$ cat config.mk
export PLATFORM = sky130hd
export DESIGN_NAME = slot_set_table
export DESIGN_NICKNAME = d
export VERILOG_FILES = /design/src/rtl/sst_pkg.sv /design/src/rtl/sst_cell.sv /design/src/rtl/slot_set_table.sv
export SDC_FILE = /design/constraint.sdc
export NUM_CORES = 1
export LEC_CHECK = 0
export BUFFER_PORTS_ARGS = -buffer_cell sky130_fd_sc_hd__buf_2
export CAP_MARGIN = 10
export CORE_UTILIZATION = 30
export CTS_CLUSTER_SIZE = 20
export DETAILED_ROUTE_END_ITERATION = 10
export PLACE_DENSITY = 0.53
export REMOVE_ABC_BUFFERS = 1
export SLEW_MARGIN = 20
export SYNTH_ARGS = -nofsm -noshare
export SYNTH_HDL_FRONTEND = slang
export SYNTH_SLANG_ARGS = --single-unit
$ cat constraint.sdc
create_clock -name clk -period 9.15 [get_ports clk]
set_input_delay 1.3725 -clock clk [delete_from_list [all_inputs] [get_ports clk]]
set_output_delay 1.3725 -clock clk [all_outputs]
set_load 0.05 [all_outputs]
$ cat src/rtl/sst_pkg.sv
// Shared types and constants for the slot set table.
`default_nettype none

package sst_pkg;

    localparam int CAPACITY_DEF = 16;
    localparam int VALUE_W      = 32;
    localparam int OUT_DATA_W   = 40;

    typedef enum logic [1:0] {
        ACT_APPEND = 2'd0,
        ACT_REMOVE = 2'd1,
        ACT_MEMBER = 2'd2,
        ACT_CLEAR  = 2'd3
    } action_t;

    typedef enum logic [1:0] {
        ST_IDLE,
        ST_EXEC,
        ST_CLEAR
    } state_t;

    // Broadcast from the sequencer to every cell.
    typedef struct packed {
        logic               load;
        logic               do_append;
        logic               do_remove;
        logic               shift;
        logic               pref_hit;
        logic [VALUE_W-1:0] cmp_key;
        logic [VALUE_W-1:0] store_key;
    } sst_ctrl_t;

    // Travels from a cell to the next higher index.
    typedef struct packed {
        logic free_seen;
        logic match_seen;
    } sst_up_t;

    // Travels from a cell to the next lower index.
    typedef struct packed {
        logic               any_used;
        logic               used;
        logic [VALUE_W-1:0] value;
    } sst_dn_t;

endpackage

`default_nettype wire

$ cat src/rtl/sst_cell.sv
// One slot of the table: value, occupied mark and match flag.
`default_nettype none

module sst_cell
    import sst_pkg::*;
(
    input  wire logic      clk,
    input  wire logic      rst_n,
    input  wire sst_ctrl_t ctrl,
    input  wire logic      pref_slot,
    input  wire sst_up_t   up_in,
    output      sst_up_t   up_out,
    input  wire sst_dn_t   dn_in,
    output      sst_dn_t   dn_out
);

    logic               used_reg;
    logic               used_next;
    logic               match_reg;
    logic               match_next;
    logic [VALUE_W-1:0] value_reg;
    logic [VALUE_W-1:0] value_next;
    logic               take;
    logic               drop;

    // The lowest free slot is taken unless the slot at the count is free.
    assign take = ctrl.do_append
                  & (ctrl.pref_hit ? pref_slot : (~used_reg & ~up_in.free_seen));
    assign drop = ctrl.do_remove & match_reg & ~up_in.match_seen;

    assign up_out.free_seen  = up_in.free_seen | ~used_reg;
    assign up_out.match_seen = up_in.match_seen | match_reg;

    assign dn_out.any_used = used_reg | dn_in.any_used;
    assign dn_out.used     = used_reg;
    assign dn_out.value    = value_reg;

    always_comb
    begin
        match_next = match_reg;
        if (ctrl.load)
        begin
            match_next = used_reg & (value_reg == ctrl.cmp_key);
        end

        used_next  = used_reg;
        value_next = value_reg;
        if (ctrl.shift)
        begin
            used_next  = dn_in.used;
            value_next = dn_in.value;
        end
        else if (take)
        begin
            used_next  = 1'b1;
            value_next = ctrl.store_key;
        end
        else if (drop)
        begin
            used_next = 1'b0;
        end
    end

    always_ff @(posedge clk or negedge rst_n)
    begin
        if (!rst_n)
        begin
            used_reg  <= 1'b0;
            match_reg <= 1'b0;
        end
        else
        begin
            used_reg  <= used_next;
            match_reg <= match_next;
        end
    end

    always_ff @(posedge clk)
    begin
        value_reg <= value_next;
    end

endmodule

`default_nettype wire

$ cat src/rtl/slot_set_table.sv
// Top level of the slot set table: sequencer, row of slot cells and result register.
`default_nettype none

// The table is a row of CAPACITY slot cells, each holding one value and its
// occupied mark. A request carries an action in tuser and a value in tdata.
// For append, remove and member test, every cell compares its value with the
// key in the cycle the request is accepted; then, once the output register
// is free, a ripple chain through the cells picks the lowest matching slot
// (for append, the slot at the count if free, else the lowest free slot) and
// the single result goes to the output register. Clear accepts the request
// and looks at the table, then streams the table down the row one cell per
// cycle while the output register is free, ending on the highest occupied
// slot; released values leave in index order with tlast on the final one,
// and a clear of an empty table gives one all-zero result with tlast set.
// A new request is accepted once the previous one has been handed to the
// output register, even if that result has not yet been taken. Stalls on the
// output side hold the sequencer without losing or repeating results.

module slot_set_table
    import sst_pkg::*;
#(
    parameter int CAPACITY = CAPACITY_DEF
)
(
    input  wire logic                  clk,
    input  wire logic                  rst_n,
    // s_axis_tdata: value[31:0]
    input  wire logic [VALUE_W-1:0]    s_axis_tdata,
    // s_axis_tuser: action[1:0]
    input  wire logic [1:0]            s_axis_tuser,
    input  wire logic                  s_axis_tvalid,
    output      logic                  s_axis_tready,
    // m_axis_tdata: status[0], is_member[1], released_value[33:2], zero fill
    output      logic [OUT_DATA_W-1:0] m_axis_tdata,
    // m_axis_tuser: released_valid[0]
    output      logic                  m_axis_tuser,
    output      logic                  m_axis_tlast,
    output      logic                  m_axis_tvalid,
    input  wire logic                  m_axis_tready
);

    localparam int CW = $clog2(CAPACITY + 1);

    state_t             state_reg;
    state_t             state_next;
    action_t            action_reg;
    logic [VALUE_W-1:0] key_reg;
    logic [CW-1:0]      count_reg;
    logic [CW-1:0]      count_next;

    logic               out_valid_reg;
    logic               out_status_reg;
    logic               out_member_reg;
    logic [VALUE_W-1:0] out_value_reg;
    logic               out_rel_valid_reg;
    logic               out_last_reg;

    logic               emit;
    logic               emit_status;
    logic               emit_member;
    logic [VALUE_W-1:0] emit_value;
    logic               emit_rel_valid;
    logic               emit_last;

    logic               accept;
    logic               out_free;
    logic               has_room;
    logic               found;
    logic               rest_any;

    sst_ctrl_t          ctrl;
    sst_up_t            up_link [CAPACITY+1];
    sst_dn_t            dn_link [CAPACITY+1];
    logic [CAPACITY-1:0] pref_vec;
    logic [CAPACITY-1:0] used_vec;

    assign s_axis_tready = (state_reg == ST_IDLE);
    assign accept        = s_axis_tvalid & s_axis_tready;
    assign out_free      = ~out_valid_reg | m_axis_tready;
    assign has_room      = (count_reg < CW'(CAPACITY));
    assign found         = up_link[CAPACITY].match_seen;
    // Occupied slots above cell zero; none means cell zero is the last to go.
    assign rest_any      = dn_link[1].any_used;

    // The row of cells. Search chains run upwards, the clear stream downwards.
    assign up_link[0]        = '0;
    assign dn_link[CAPACITY] = '0;

    for (genvar i = 0; i < CAPACITY; i++)
    begin : g_cell
        assign pref_vec[i] = (count_reg == CW'(i));
        assign used_vec[i] = dn_link[i].used;

        sst_cell u_cell (
            .clk       (clk),
            .rst_n     (rst_n),
            .ctrl      (ctrl),
            .pref_slot (pref_vec[i]),
            .up_in     (up_link[i]),
            .up_out    (up_link[i+1]),
            .dn_in     (dn_link[i+1]),
            .dn_out    (dn_link[i])
        );
    end

    // Next state.
    always_comb
    begin
        state_next = state_reg;
        unique case (state_reg)
            ST_IDLE:
            begin
                if (accept)
                begin
                    state_next = ST_EXEC;
                end
            end
            ST_EXEC:
            begin
                if (out_free)
                begin
                    if ((action_reg == ACT_CLEAR) && dn_link[0].any_used)
                    begin
                        state_next = ST_CLEAR;
                    end
                    else
                    begin
                        state_next = ST_IDLE;
                    end
                end
            end
            ST_CLEAR:
            begin
                if (out_free && dn_link[0].used && !rest_any)
                begin
                    state_next = ST_IDLE;
                end
            end
            default:
            begin
                state_next = ST_IDLE;
            end
        endcase
    end

    // Cell commands, count update and the result to be registered.
    always_comb
    begin
        ctrl.load      = accept;
        ctrl.do_append = 1'b0;
        ctrl.do_remove = 1'b0;
        ctrl.shift     = 1'b0;
        ctrl.pref_hit  = |(pref_vec & ~used_vec);
        ctrl.cmp_key   = s_axis_tdata;
        ctrl.store_key = key_reg;

        count_next     = count_reg;
        emit           = 1'b0;
        emit_status    = 1'b0;
        emit_member    = 1'b0;
        emit_value     = '0;
        emit_rel_valid = 1'b0;
        emit_last      = 1'b1;

        unique case (state_reg)
            ST_IDLE:
            begin
            end
            ST_EXEC:
            begin
                if (out_free)
                begin
                    case (action_reg)
                        ACT_APPEND:
                        begin
                            ctrl.do_append = has_room;
                            emit           = 1'b1;
                            emit_status    = ~has_room;
                            if (has_room)
                            begin
                                count_next = count_reg + CW'(1);
                            end
                        end
                        ACT_REMOVE:
                        begin
                            ctrl.do_remove = 1'b1;
                            emit           = 1'b1;
                            emit_status    = ~found;
                            if (found)
                            begin
                                count_next = count_reg - CW'(1);
                            end
                        end
                        ACT_MEMBER:
                        begin
                            emit        = 1'b1;
                            emit_member = found;
                        end
                        default:
                        begin
                            // Clear: an empty table answers at once.
                            count_next = '0;
                            emit       = ~dn_link[0].any_used;
                        end
                    endcase
                end
            end
            ST_CLEAR:
            begin
                if (out_free)
                begin
                    ctrl.shift     = 1'b1;
                    emit           = dn_link[0].used;
                    emit_value     = dn_link[0].value;
                    emit_rel_valid = 1'b1;
                    emit_last      = ~rest_any;
                end
            end
            default:
            begin
            end
        endcase
    end

    always_ff @(posedge clk or negedge rst_n)
    begin
        if (!rst_n)
        begin
            state_reg     <= ST_IDLE;
            count_reg     <= '0;
            out_valid_reg <= 1'b0;
        end
        else
        begin
            state_reg <= state_next;
            count_reg <= count_next;
            if (emit)
            begin
                out_valid_reg <= 1'b1;
            end
            else if (m_axis_tready)
            begin
                out_valid_reg <= 1'b0;
            end
        end
    end

    always_ff @(posedge clk)
    begin
        if (accept)
        begin
            action_reg <= action_t'(s_axis_tuser);
            key_reg    <= s_axis_tdata;
        end
        if (emit)
        begin
            out_status_reg    <= emit_status;
            out_member_reg    <= emit_member;
            out_value_reg     <= emit_value;
            out_rel_valid_reg <= emit_rel_valid;
            out_last_reg      <= emit_last;
        end
    end

    assign m_axis_tvalid = out_valid_reg;
    assign m_axis_tdata  = {{(OUT_DATA_W - VALUE_W - 2){1'b0}},
                            out_value_reg, out_member_reg, out_status_reg};
    assign m_axis_tuser  = out_rel_valid_reg;
    assign m_axis_tlast  = out_last_reg;

`ifndef SYNTHESIS
    // The count always agrees with the occupied marks outside a clear.
    a_count_matches: assert property (@(posedge clk) disable iff (!rst_n)
        (state_reg != ST_CLEAR) |-> ($countones(used_vec) == count_reg))
        else $error("entry count differs from occupied slots");

    a_count_bound: assert property (@(posedge clk) disable iff (!rst_n)
        count_reg <= CW'(CAPACITY))
        else $error("entry count beyond capacity");

    // Once the final released entry leaves, the table is empty.
    a_clear_empties: assert property (@(posedge clk) disable iff (!rst_n)
        (emit && emit_rel_valid && emit_last) |=> !dn_link[0].any_used)
        else $error("table not empty after clear");

    // An append that reports success must have placed the value somewhere.
    a_append_grows: assert property (@(posedge clk) disable iff (!rst_n)
        (ctrl.do_append) |=> ($countones(used_vec) == $past(count_reg) + 1))
        else $error("append did not occupy exactly one slot");
`endif

endmodule

`default_nettype wire
# After elaboration in Yosys (flattened, before gate mapping)
# Cells that the tools add are included.
# word_totals
wordCells	440
ff_bits	622
# classes
n_reduce_logical	46
order_cmp	1
n_eq_ne	41
add_sub_neg	2
mux	115
n_bitwise	177
# op_table
operator	count
$mux 32	30
$eq 32x32->1	16
$and 1x1->1	79
$mux 1	73
$not 1->1	51
$reduce_bool 3->1	16
$or 1x1->1	45
$eq 5x4->1 const B	8
$reduce_bool 2->1	16
$eq 5x3->1 const B	4
$and 16x16->16	1
$not 16->16	1
$reduce_or 16->1	1
$pmux 5 s3	1
$mux 2	6
$eq 5x2->1 const B	2
$mux 5	2
$ne 2x2->1 const B	4
$eq 2x2->1 const B	3
$pmux 2 s3	1
$reduce_and 3->1	2
$add 5x1->5 const B	1
$eq 5x1->1 const B	1
$logic_not 5->1	1
other kinds (11)	17

# Longest topological paths before layout
# Gate-level depths: netlist of the first run.
# logic_depth
word_depth	21
ltp_mapped	11
depth_no_buf	8

# Hierarchy
# A second synthesis of the first run with hierarchy kept.
# hier_totals
cells_unflattened	2257
hier_area_um2	32597.5
# by_module_without_submodules
module	cells_each	seq_area_each_um2	area_per_inst_um2	instances
sst_cell	126	1011.0	1825.5	16
slot_set_table	241	2302.2	3389.5	1

# Worst setup path after synthesis of the first run
# OpenSTA, ideal clock, no wires.
# synth_timing
path_kind	input port to flip-flop
startpoint	input m_axis_tready
endpoint	register g_cell[13].u_cell.value_reg[0], enable pin
path_stages	6
t_required_ns	8.589
n_path_buf	3
t_arrival_ns	3.349
slack_ns	5.241
path_cell_list	nand2b_1 -> clkbuf_1 -> nand2_1 -> clkbuf_1 -> clkbuf_1 -> nand3_1
# synth_between
elab_chain_len	5
elab_cells_between_ends	7
# synth_rtl
item	line_no	source
start: declaration	slot_set_table.sv:39	input wire logic m_axis_tready
$or 1x1->1 *	slot_set_table.sv:79	assign out_free = ~out_valid_reg | m_axis_tready;
$mux 2	slot_set_table.sv:171	if (out_free)
$mux 2	slot_set_table.sv:165	unique case (state_reg)
$and 1x1->1	sst_cell.sv:28	& (ctrl.pref_hit ? pref_slot : (~used_reg & ~up_in.free_seen));
$reduce_bool 2->1 (no line) *	--	
end signal: assignment	sst_cell.sv:80	value_reg <= value_next;
end: declaration	sst_cell.sv:21	logic [VALUE_W-1:0] value_reg;
# Mark *: on every way between the ends. The rest lies on a longest branch, timed or not.
# A chain may end at the register's enable or synchronous reset.

# Final worst setup path of the first run
# layout_timing
startpoint	register count_reg[0]
endpoint	register g_cell[13].u_cell.value_reg[10], enable pin
# layout_between
elab_chain_len	6
elab_cells_between_ends	25
# layout_rtl
item	line_no	source
start: declaration	slot_set_table.sv:48	logic [CW-1:0] count_reg;
start signal: assignment	slot_set_table.sv:236	count_reg <= count_next;
$lt 5x5->1, or another cell as far along	slot_set_table.sv:80	assign has_room = (count_reg < CW'(CAPACITY));
$mux 1 / $and 16x16->16 (equally long branches)	slot_set_table.sv:173, slot_set_table.sv:153	
$mux 2 / $reduce_or 16->1 (equally long branches)	slot_set_table.sv:171, slot_set_table.sv:153	
$mux 2 / $mux 1 (equally long branches)	slot_set_table.sv:165, sst_cell.sv:28	
$and 1x1->1 *	sst_cell.sv:28	
$reduce_bool 2->1 (no line) *	--	
# Marks and branches as above.

==> results of run 1 <==
-- logic make-up (layout without fill, tap and decap cells) --
| logic type | Yosys count | in the layout |
|---|---|---|
| AO/OA/AOI/OAI | 76 | 76 |
| flip-flops | 622 | 622 |
| buffers and inverters | 221 | 252 |
| XOR/XNOR | 514 | 514 |
| AND/OR/NAND/NOR | 1395 | 1395 |
| adder cells (fa/ha/maj) | 9 | 9 |
| multiplexers | 51 | 51 |
| other | 1 | 6 |
-- layout by cell type (no fill, tap or decap), drive strengths merged, types with 39 or more instances in the layout --
cell type / synthesis / final
and3: 39 / 39
buf: 30 / 105
clkbuf: 168 / 91
dfrtp: 40 / 40
edfxtp: 550 / 550
mux2i: 47 / 47
nand2: 1067 / 1067
nand4: 76 / 76
nor4: 105 / 105
xnor2: 170 / 170
xor2: 344 / 344
-- worst register-to-register path: stages (launching register included) --
cell     delay (ns)
dfrtp_1        0.45
ha_1           0.34
and3_1         0.23
ha_1           0.21
a32oi_1        0.15
and4_1         0.19
nand3_1        0.69
nand4_1        0.51
nand3_2        0.84
-- routing by layer --
layer	wire, um	GRT usage	vias up
li1	-	-	9723
met1	40300	0.228	9634
met2	41600	0.283	520
met3	3370	0.0202	148
met4	3240	0.0636	0
met5	0	0	-
-- power breakdown --
part | switching [mW] | leakage (nW) | internal, mW
registers | 0.404 | 5.77 | 3.97
logic | 1.89 | 5.93 | 0.670
clock network | 1.15 | 1.03 | 1.52
total | 3.44 | 12.7 | 6.16
-- stage by stage --
step           cells  power, mW
2_1_floorplan   2696       6.06
3_3_place_gp    4158       6.98
3_5_place_dp    4158       7.01
4_1_cts         4282       9.67
5_1_grt         4282       10.1
6_report        4282       9.60
-- final cells by class --
class / instances / area [um^2]
Fill cell: 10200 / 66400
Clock inverter: 33 / 264
Clock buffer: 91 / 1850
Sequential cell: 622 / 18200
Multi-Input combinational cell: 2051 / 11700
Tap cell: 1357 / 1700
Inverter: 23 / 93.8
Timing Repair Buffer: 105 / 616
-- worst paths after layout --
kind | to | start | slack, ns
setup / recovery | g_cell[13].u_cell.value_reg[10]$_DFFE_PP_ | count_reg[0]$_DFFE_PN0P_ | 4.92
setup reg to reg | g_cell[13].u_cell.value_reg[10]$_DFFE_PP_ | count_reg[0]$_DFFE_PN0P_ | 4.92
hold reg to reg | g_cell[15].u_cell.value_reg[27]$_SDFFE_PP0P_ | g_cell[15].u_cell.value_reg[27]$_SDFFE_PP0P_ | 0.49
hold / removal | g_cell[15].u_cell.value_reg[27]$_SDFFE_PP0P_ | g_cell[15].u_cell.value_reg[27]$_SDFFE_PP0P_ | 0.49
min in group asynchronous | count_reg[2]$_DFFE_PN0P_ | rst_n | 0.77
max in group asynchronous | g_cell[14].u_cell.used_reg$_DFFE_PN0P_ | rst_n | 7.93
==> impl_results.md, run 1 <==
- Fin. max-slew vios: 0
- Critical path buffer and inverter count: 0
- Top-count cell post-synth: nand2_1
- Post-CTS Setup Bufs: 0
- Area grow syn2layout: 12.0%
- Max cap viols: 0
- CP arrival: 4.25 ns
- Setup_tns: 0 ns
- Post-synth ARST share: 0.0643
- Worst path max stage delay: 0.84 ns
- Die area: 0.103 mm^2
- Mapped Cells: 2889
- CP top delay family: simple AND/OR/NAND/NOR gates
- Worst-case reg-to-reg path depth: 8
- Final instance area: 0.0343 mm^2
- Worst setup SP type: flip-flop
- Post-cts resize count: 0
- Synth area leader: edfxtp_1
- Post-synthesis adder-cell area fraction: 0.00367
- Min Hold Slack: 0.485 ns
- Mapped Area: 0.0307 mm^2
- Worst setup path category: reg2reg
- Clk root buf: clkbuf_16
- Final clock skew: 0.0247 ns
- CTS tree: built
- Leading cell types by count after synthesis: 1067 x nand2_1, 550 x edfxtp_1, 344 x xor2_1
- Synth top area share: 0.539
- Most common flop cell mapped by yosys: edfxtp_1
- CTS buffer count: 69
- Synth Area in Compound Gates: 0.0164
- Post-synthesis xor/xnor area fraction: 0.147
- Crit-path most repeated cell: ha_1
- Post-synthesis mux area share: 0.0168
- H-tree levels: 3
- Total Wirelength: 88500 um
- Post-DRT Antenna Nets: 0
- Critical path capture point type: flip-flop
- Hold Fails Final Rpt: 0
- Ports: 82
- Vias in the first global route: 19800
- GRT overflow: 0
- GRT Resource Usage Total: 0.171
- Largest net degree at the start of global routing: 226
- Layout cells sized above 1: 0.0738
- Hold path depth: 2
- # port buffers: 75
- Distinct cell type count after synthesis: 55
- Status: finished, final reports clean
- Synth area leaders: edfxtp_1 54%, nand2_1 13%, xor2_1 9.8%, xnor2_1 4.9%, dfrtp_1 3.3%
- First-pass GRT wire length: 131000 um
- Rel. slew slack: 0.287
- Via density: 4.68
- Avg WL per Cell: 20.7 um
- Unrepaired setup endpoints after global routing: false
- Post-synthesis register bit count: 622
- EDFF count, synth: 550
- Initial Util: 0.304
- Die height: 322 um
- Diode count: 0
- Nets: 2919
- Fin crit period: 4.23 ns
- Worst-path clk slew: 0.06 ns
- VDD IR max: 0.147 mV
- Main combinational cell family by area after synthesis: simple AND/OR/NAND/NOR gates
- Initial antenna violation count: 0
- Clock sinks: 622
- Post-synthesis simple-gate area fraction: 0.195
- Worst-Margin Slew: 1.07 ns
- Period utilisation layout: 0.462
- Drc violations: 0
- Via count: 20000
- FMAX: 0.237 GHz
- Pwr Density: 280 mW/mm^2
- Final core occ: 0.341
- Sequential-to-total area share from yosys stat: 0.592
- Crit-path slowest cell: nand3_2
- Core box area: 0.101 mm^2
- CP Cell Sequence: ha_1, and3_1, ha_1, a32oi_1, and4_1, nand3_1, nand4_1, nand3_2
- Deepest clock path buffer count: 3
- CP Depth: 8
- Max FFs per register: 512
- Setup violations, final: 0
- Dpl ws: 4.60 ns
- Dpl hpwl: 64500 um
- Clk_lat worst skew: 0.62 ns
- Pre-Repair DR Iteration Count: 5
- Initial detailed-routing violation count: 1477
- Hold Buf Count CTS: 0
- Die X: 322 um
- Min-Delay Path Class: reg2reg
- CP max FO: 32
- Placement Rows: 116
- Avg Cell Area, Syn: 10.6 um^2
- Routability cong.: 0.917
- Worst EP required: 9.17 ns
- Leakage power figure: 12.7 nW
- Setup ws final: 4.92 ns
- Area post-placement: 0.0322 mm^2
- Yosys Warn Count: 0
No activity file was read; power rests on OpenSTA's default activity.
==> inputs of run 2 (changes only) <==
==> constraint.sdc (replaced) <==
create_clock -name clk -period 4.1 [get_ports clk]
set_input_delay 0.615 -clock clk [delete_from_list [all_inputs] [get_ports clk]]
set_output_delay 0.615 -clock clk [all_outputs]
set_load 0.05 [all_outputs]
==> impl_results.md, run 2 (synthesis gave the netlist of run 1 again) <==
- Die X: 322 um
- Initial Util: 0.304
- Critical path buffer and inverter count: 1
- Dpl hpwl: 67900 um
- Worst setup path category: reg2reg
- Largest net degree at the start of global routing: 110
- Vias in the first global route: 19600
- Routability cong.: 0.898
- Rel. slew slack: 0.360
- CP Cell Sequence: ha_1, and3_1, ha_1, a32oi_1, and4_1, nand3_1, buf_4, or4_1, nand3_2
- Deepest clock path buffer count: 3
- Worst-case reg-to-reg path depth: 9
- Finished Layout Cells: 4317
- Area post-placement: 0.0325 mm^2
- Crit-path most repeated cell: ha_1
- GRT Resource Usage Total: 0.172
- Hold Buf Count CTS: 0
- Total Power: 21.6 mW
- Post-cts resize count: 0
- Pre-Repair DR Iteration Count: 7
- Ports: 82
- CP top delay family: simple AND/OR/NAND/NOR gates
- Max FFs per register: 512
- CTS buffer count: 69
- CTS tree: built
- Total Wirelength: 89300 um
- Register area: 0.0182 mm^2
- FMAX: 0.301 GHz
- CP max FO: 32
- Final clock skew: 0.0250 ns
- Worst path max stage delay: 0.56 ns
- Fin crit period: 3.32 ns
- Nets: 2952
- Unrepaired setup endpoints after global routing: false
- Area grow syn2layout: 13.2%
- Die height: 322 um
- Avg WL per Cell: 20.7 um
- Layout cells sized above 1: 0.0845
- Die area: 0.103 mm^2
- Hold Fails Final Rpt: 0
- Reg-to-Reg End: g_cell[7].u_cell.value_reg[22]$_DFFE_PP_
- Min-Delay Path Class: in2async
- GRT overflow: 0
- Worst-Margin Slew: 0.958 ns
- Max cap viols: 0
- Worst-path clk slew: 0.06 ns
- Drc violations: 0
- First-pass GRT wire length: 130000 um
- Placed cell count: 4191
- Worst EP required: 4.35 ns
- Most common cell after layout, fill and taps aside: nand2_1
- Reg2Reg Setup Slack: 0.78 ns
- Most frequent cells in the layout: 1061 x nand2_1, 550 x edfxtp_1, 344 x xor2_1, 170 x xnor2_1, 105 x nor4_1
- FF-to-FF Start: count_reg[0]$_DFFE_PN0P_
- Period utilisation layout: 0.811
- Via count: 20000
- Post-DRT Antenna Nets: 0
- Placement Rows: 116
- Initial detailed-routing violation count: 1612
- Clock sinks: 622
- Pwr Density: 624 mW/mm^2
- # port buffers: 75
- Core box area: 0.101 mm^2
- Critical path capture point type: flip-flop
- Fin. max-slew vios: 0
- Post-CTS Setup Bufs: 0
- Setup violations, final: 0
- Status: finished, final reports clean
- Crit-path slowest cell: or4_1
- Fillcell total: 10200
- CP arrival: 3.58 ns
- Via density: 4.64
- Final instance area: 0.0347 mm^2
- Diode count: 0
- H-tree levels: 3
- Clk root buf: clkbuf_16
- Initial antenna violation count: 1
- Clk_lat worst skew: 0.62 ns
- Leakage power figure: 12.9 nW
- Worst setup SP type: flip-flop
- Multi-input gate area: 0.0117 mm^2
- VDD IR max: 0.334 mV
-- run 2: cell types whose count changed in the layout (fill, tap and decap cells not counted), sizes merged --
cell    delta
bufinv     +1
inv        +1
clkinv     -4
buf       +33
clkbuf     +4
-- run 2: metrics by stage --
stage | utilization | worst slack, ns | setup TNS, ns | hold WS [ns]
after CTS | 0.345 | 0.730 | 0 | 0.124
final | 0.345 | 0.777 | 0 | 0.129
after floorplan | - | -3.90 | -2046.94 | 0.319
after detailed placement | 0.323 | 0.738 | 0 | 0.483
after global routing | 0.345 | 0.554 | 0 | 0.152
after global placement | 0.323 | 0.758 | 0 | 0.473
-- run 2: worst max-delay path by stage --
stage | from | endpoint | slack, ns | cells after the start
final | count_reg[0]$_DFFE_PN0P_ | g_cell[7].u_cell.value_reg[22]$_DFFE_PP_ | 0.78 | 9
after global routing | count_reg[0]$_DFFE_PN0P_ | g_cell[7].u_cell.value_reg[29]$_DFFE_PP_ | 0.55 | 9
after CTS | state_reg[0]$_DFFE_PN0P_ | g_cell[6].u_cell.match_reg$_DFFE_PN0P_ | 0.73 | 9
after detailed placement | s_axis_tvalid | g_cell[6].u_cell.match_reg$_DFFE_PN0P_ | 0.74 | 8
after global placement | s_axis_tvalid | g_cell[6].u_cell.match_reg$_DFFE_PN0P_ | 0.76 | 8
after floorplan | m_axis_tready | m_axis_tuser$_DFFE_PP_ | -3.90 | 3
-- run 2: layout make-up --
| cell class | count | area share |
|---|---|---|
| Multi-Input combinational cell | 2051 | 0.336 |
| Inverter | 23 | 0.00270 |
| Clock inverter | 31 | 0.00797 |
| Timing Repair Buffer | 138 | 0.0262 |
| Clock buffer | 95 | 0.0550 |
| Sequential cell | 622 | 0.523 |
| Tap cell | 1357 | 0.0489 |
-- run 2: worst reg2reg max path: stages (launching register included) --
cell and delay (ns):
dfrtp_1 0.45, ha_1 0.34, and3_1 0.23, ha_1 0.19
a32oi_1 0.15, and4_1 0.20, nand3_1 0.09, buf_4 0.20
or4_1 0.56, nand3_2 0.52
-- run 2: power by group --
part | internal (mW) | switching, mW | total (mW)
Sequential | 8.86 | 0.842 | 9.71
Combinational | 1.57 | 4.27 | 5.84
Clock | 3.53 | 2.57 | 6.09
Total | 14.0 | 7.68 | 21.6
-- run 2: metal layers --
metal / part of all wire / up-vias / global-route usage
met5: 0 / - / 0
met4: 0.038 / 0 / 0.0649
met3: 0.043 / 155 / 0.0231
met2: 0.46 / 530 / 0.276
met1: 0.46 / 9543 / 0.234
li1: - / 9790 / -
==> inputs of run 3 (changes only) <==
--- a/config.mk
+++ b/config.mk
@@ -10,7 +10,7 @@
 export CORE_UTILIZATION = 30
 export CTS_CLUSTER_SIZE = 20
 export DETAILED_ROUTE_END_ITERATION = 10
-export PLACE_DENSITY = 0.53
+export PLACE_DENSITY = 0.55
 export REMOVE_ABC_BUFFERS = 1
 export SLEW_MARGIN = 20
 export SYNTH_ARGS = -nofsm -noshare
==> constraint.sdc (replaced) <==
create_clock -name clk -period 3 [get_ports clk]
set_input_delay 0.45 -clock clk [delete_from_list [all_inputs] [get_ports clk]]
set_output_delay 0.45 -clock clk [all_outputs]
set_load 0.05 [all_outputs]
==> impl_results.md, run 3 (synthesis gave the netlist of run 1 again) <==
- First-pass GRT wire length: 133000 um
- Min Hold Slack: 0.0312 ns
- Worst-path clk slew: 0.06 ns
- Most frequent cells in the layout: 1061 x nand2_1, 550 x edfxtp_1, 344 x xor2_1, 176 x buf_4, 170 x xnor2_1
- Status: finished, final reports clean
- Dpl hpwl: 70500 um
- Die X: 322 um
- Worst-case reg-to-reg path depth: 10
- CP top delay family: simple AND/OR/NAND/NOR gates
- GRT overflow: 0
- Critical path capture point type: flip-flop
- Crit-path most repeated cell: ha_1
- CP Cell Sequence: ha_1, and3_1, ha_1, a32oi_1, and4_1, nand3_1, buf_4, or3_1, nand3_2, buf_12
- Post-CTS Setup Bufs: 0
- Largest net degree at the start of global routing: 75
- Ports: 82
- CP arrival: 3.11 ns
- Initial Util: 0.304
- Nets: 3091
- Clk root buf: clkbuf_16
- Final instance area: 0.0360 mm^2
- Routability cong.: 0.913
- Unrepaired setup endpoints after global routing: false
- Worst Min Path Start: s_axis_tuser[1]
- Fin crit period: 2.81 ns
- Clk_lat worst skew: 0.62 ns
- Hold-critical path endpoint: action_reg[1]$_DFFE_PP_
- Critical path buffer and inverter count: 2
- Reg2Reg Setup Slack: 0.19 ns
- Fillcell total: 10200
- Worst setup SP type: flip-flop
- Clock sinks: 622
- Deepest clock path buffer count: 3
- Placement Rows: 116
- Initial detailed-routing violation count: 1508
- Worst path max stage delay: 0.44 ns
- H-tree levels: 3
- Crit-path slowest cell: dfrtp_1
- CTS buffer count: 69
- Rel. slew slack: 0.505
- Worst setup path category: reg2reg
- Via count: 20600
- Worst-Margin Slew: 0.735 ns
- Min-Delay Path Class: in2reg
- Hold Fails Final Rpt: 0
- Total Wirelength: 90600 um
- Leakage power figure: 13.6 nW
- Initial antenna violation count: 1
- Layout cells sized above 1: 0.125
- Vias in the first global route: 20300
- Avg WL per Cell: 20.3 um
- Worst EP required: 3.29 ns
- VDD IR max: 0.425 mV
- Area post-placement: 0.0338 mm^2
- Die height: 322 um
- FF-to-FF Start: count_reg[1]$_DFFE_PN0P_
- Reg-to-Reg End: g_cell[13].u_cell.value_reg[25]$_DFFE_PP_
- Final clock skew: 0.0295 ns
- Core box area: 0.101 mm^2
- Max FFs per register: 512
- CTS tree: built
- Max cap viols: 0
- # port buffers: 75
- GRT Resource Usage Total: 0.175
- Via density: 4.61
- Die area: 0.103 mm^2
- Post-DRT Antenna Nets: 0
- Drc violations: 0
- Period utilisation layout: 0.938
- CP max FO: 32
- Fin. max-slew vios: 0
- Hold path depth: 1
- FMAX: 0.355 GHz
- Pre-Repair DR Iteration Count: 6
- Pwr Density: 837 mW/mm^2
- Setup violations, final: 0
- Area grow syn2layout: 17.2%
- Most common cell after layout, fill and taps aside: nand2_1
run 3: cell types whose count changed in the layout (fill, tap and decap cells not counted), moves of 2 or more:
cell | before | now
dlygate4sd3_1 | 0 | 2
buf_4 | 58 | 176
buf_12 | 5 | 24
clkinv_1 | 12 | 14
diode_2 | 0 | 2
inv_6 | 5 | 2
run 3: cell type report:
class	count	area [um^2]	area share
sequential	622	18200	0.505
multi-input combinational	2051	11700	0.324
timing repair buffer	277	2200	0.0611
clock buffer	94	1880	0.0524
tap	1357	1700	0.0472
clock inverter	32	256	0.00713
inverter	23	93.8	0.00261
antenna	2	5.00	0.000139
run 3: worst max path at each step:
| stage | startpoint | end | cells past startpoint |
|---|---|---|---|
| 3_5_place_dp | s_axis_tdata[12] | g_cell[4].u_cell.match_reg$_DFFE_PN0P_ | 8 |
| 6_report | count_reg[1]$_DFFE_PN0P_ | g_cell[13].u_cell.value_reg[25]$_DFFE_PP_ | 10 |
| 4_1_cts | count_reg[0]$_DFFE_PN0P_ | g_cell[13].u_cell.value_reg[25]$_DFFE_PP_ | 10 |
| 3_3_place_gp | s_axis_tdata[8] | g_cell[4].u_cell.match_reg$_DFFE_PN0P_ | 9 |
| 2_1_floorplan | m_axis_tvalid$_DFFE_PN0P_ | m_axis_tuser$_DFFE_PP_ | 3 |
| 5_1_grt | state_reg[1]$_DFFE_PN0P_ | g_cell[7].u_cell.value_reg[17]$_DFFE_PP_ | 10 |
run 3: per-layer routing:
| layer | track usage | wire length (um) | vias up |
|---|---|---|---|
| met5 | 0 | 0 | - |
| met4 | 0.0684 | 3610 | 0 |
| met3 | 0.0222 | 3940 | 151 |
| met2 | 0.279 | 40800 | 520 |
| met1 | 0.242 | 42200 | 9820 |
| li1 | - | - | 10100 |
run 3: per-stage QoR:
stage               std cells  setup WS (ns)   TNS, ns   util  total power [mW]
detailed placement       4328          0.174         0  0.335              22.1
global route             4456         0.0315         0  0.357              31.6
finish                   4458          0.186         0  0.357              30.1
floorplan                2696          -4.98  -3139.07      -              18.5
CTS                      4456          0.174         0  0.357              30.3
global placement         4328          0.168         0  0.335              22.1
run 3: where the power goes:
group	internal, mW	switching, mW	leakage [nW]
combinational	2.66	6.25	6.84
clock	4.67	3.45	1.04
sequential	12.1	0.963	5.77
total	19.4	10.7	13.6
run 3: worst register-to-register path, cell delays in order, from the launching register on:
cell     delay [ns]
dfrtp_1        0.44
ha_1           0.22
and3_1         0.18
ha_1           0.20
a32oi_1        0.14
and4_1         0.19
nand3_1        0.11
buf_4          0.24
or3_1          0.40
nand3_2        0.14
buf_12         0.21
run 3: what timing repair did:
| action | in CTS | in global routing |
|---|---|---|
| setup endpoints to repair | 0 | 40 |
| hold buffers | 2 | 0 |
| endpoints found under the hold margin | 18 | 0 |
| resized for setup | 0 | 2 |
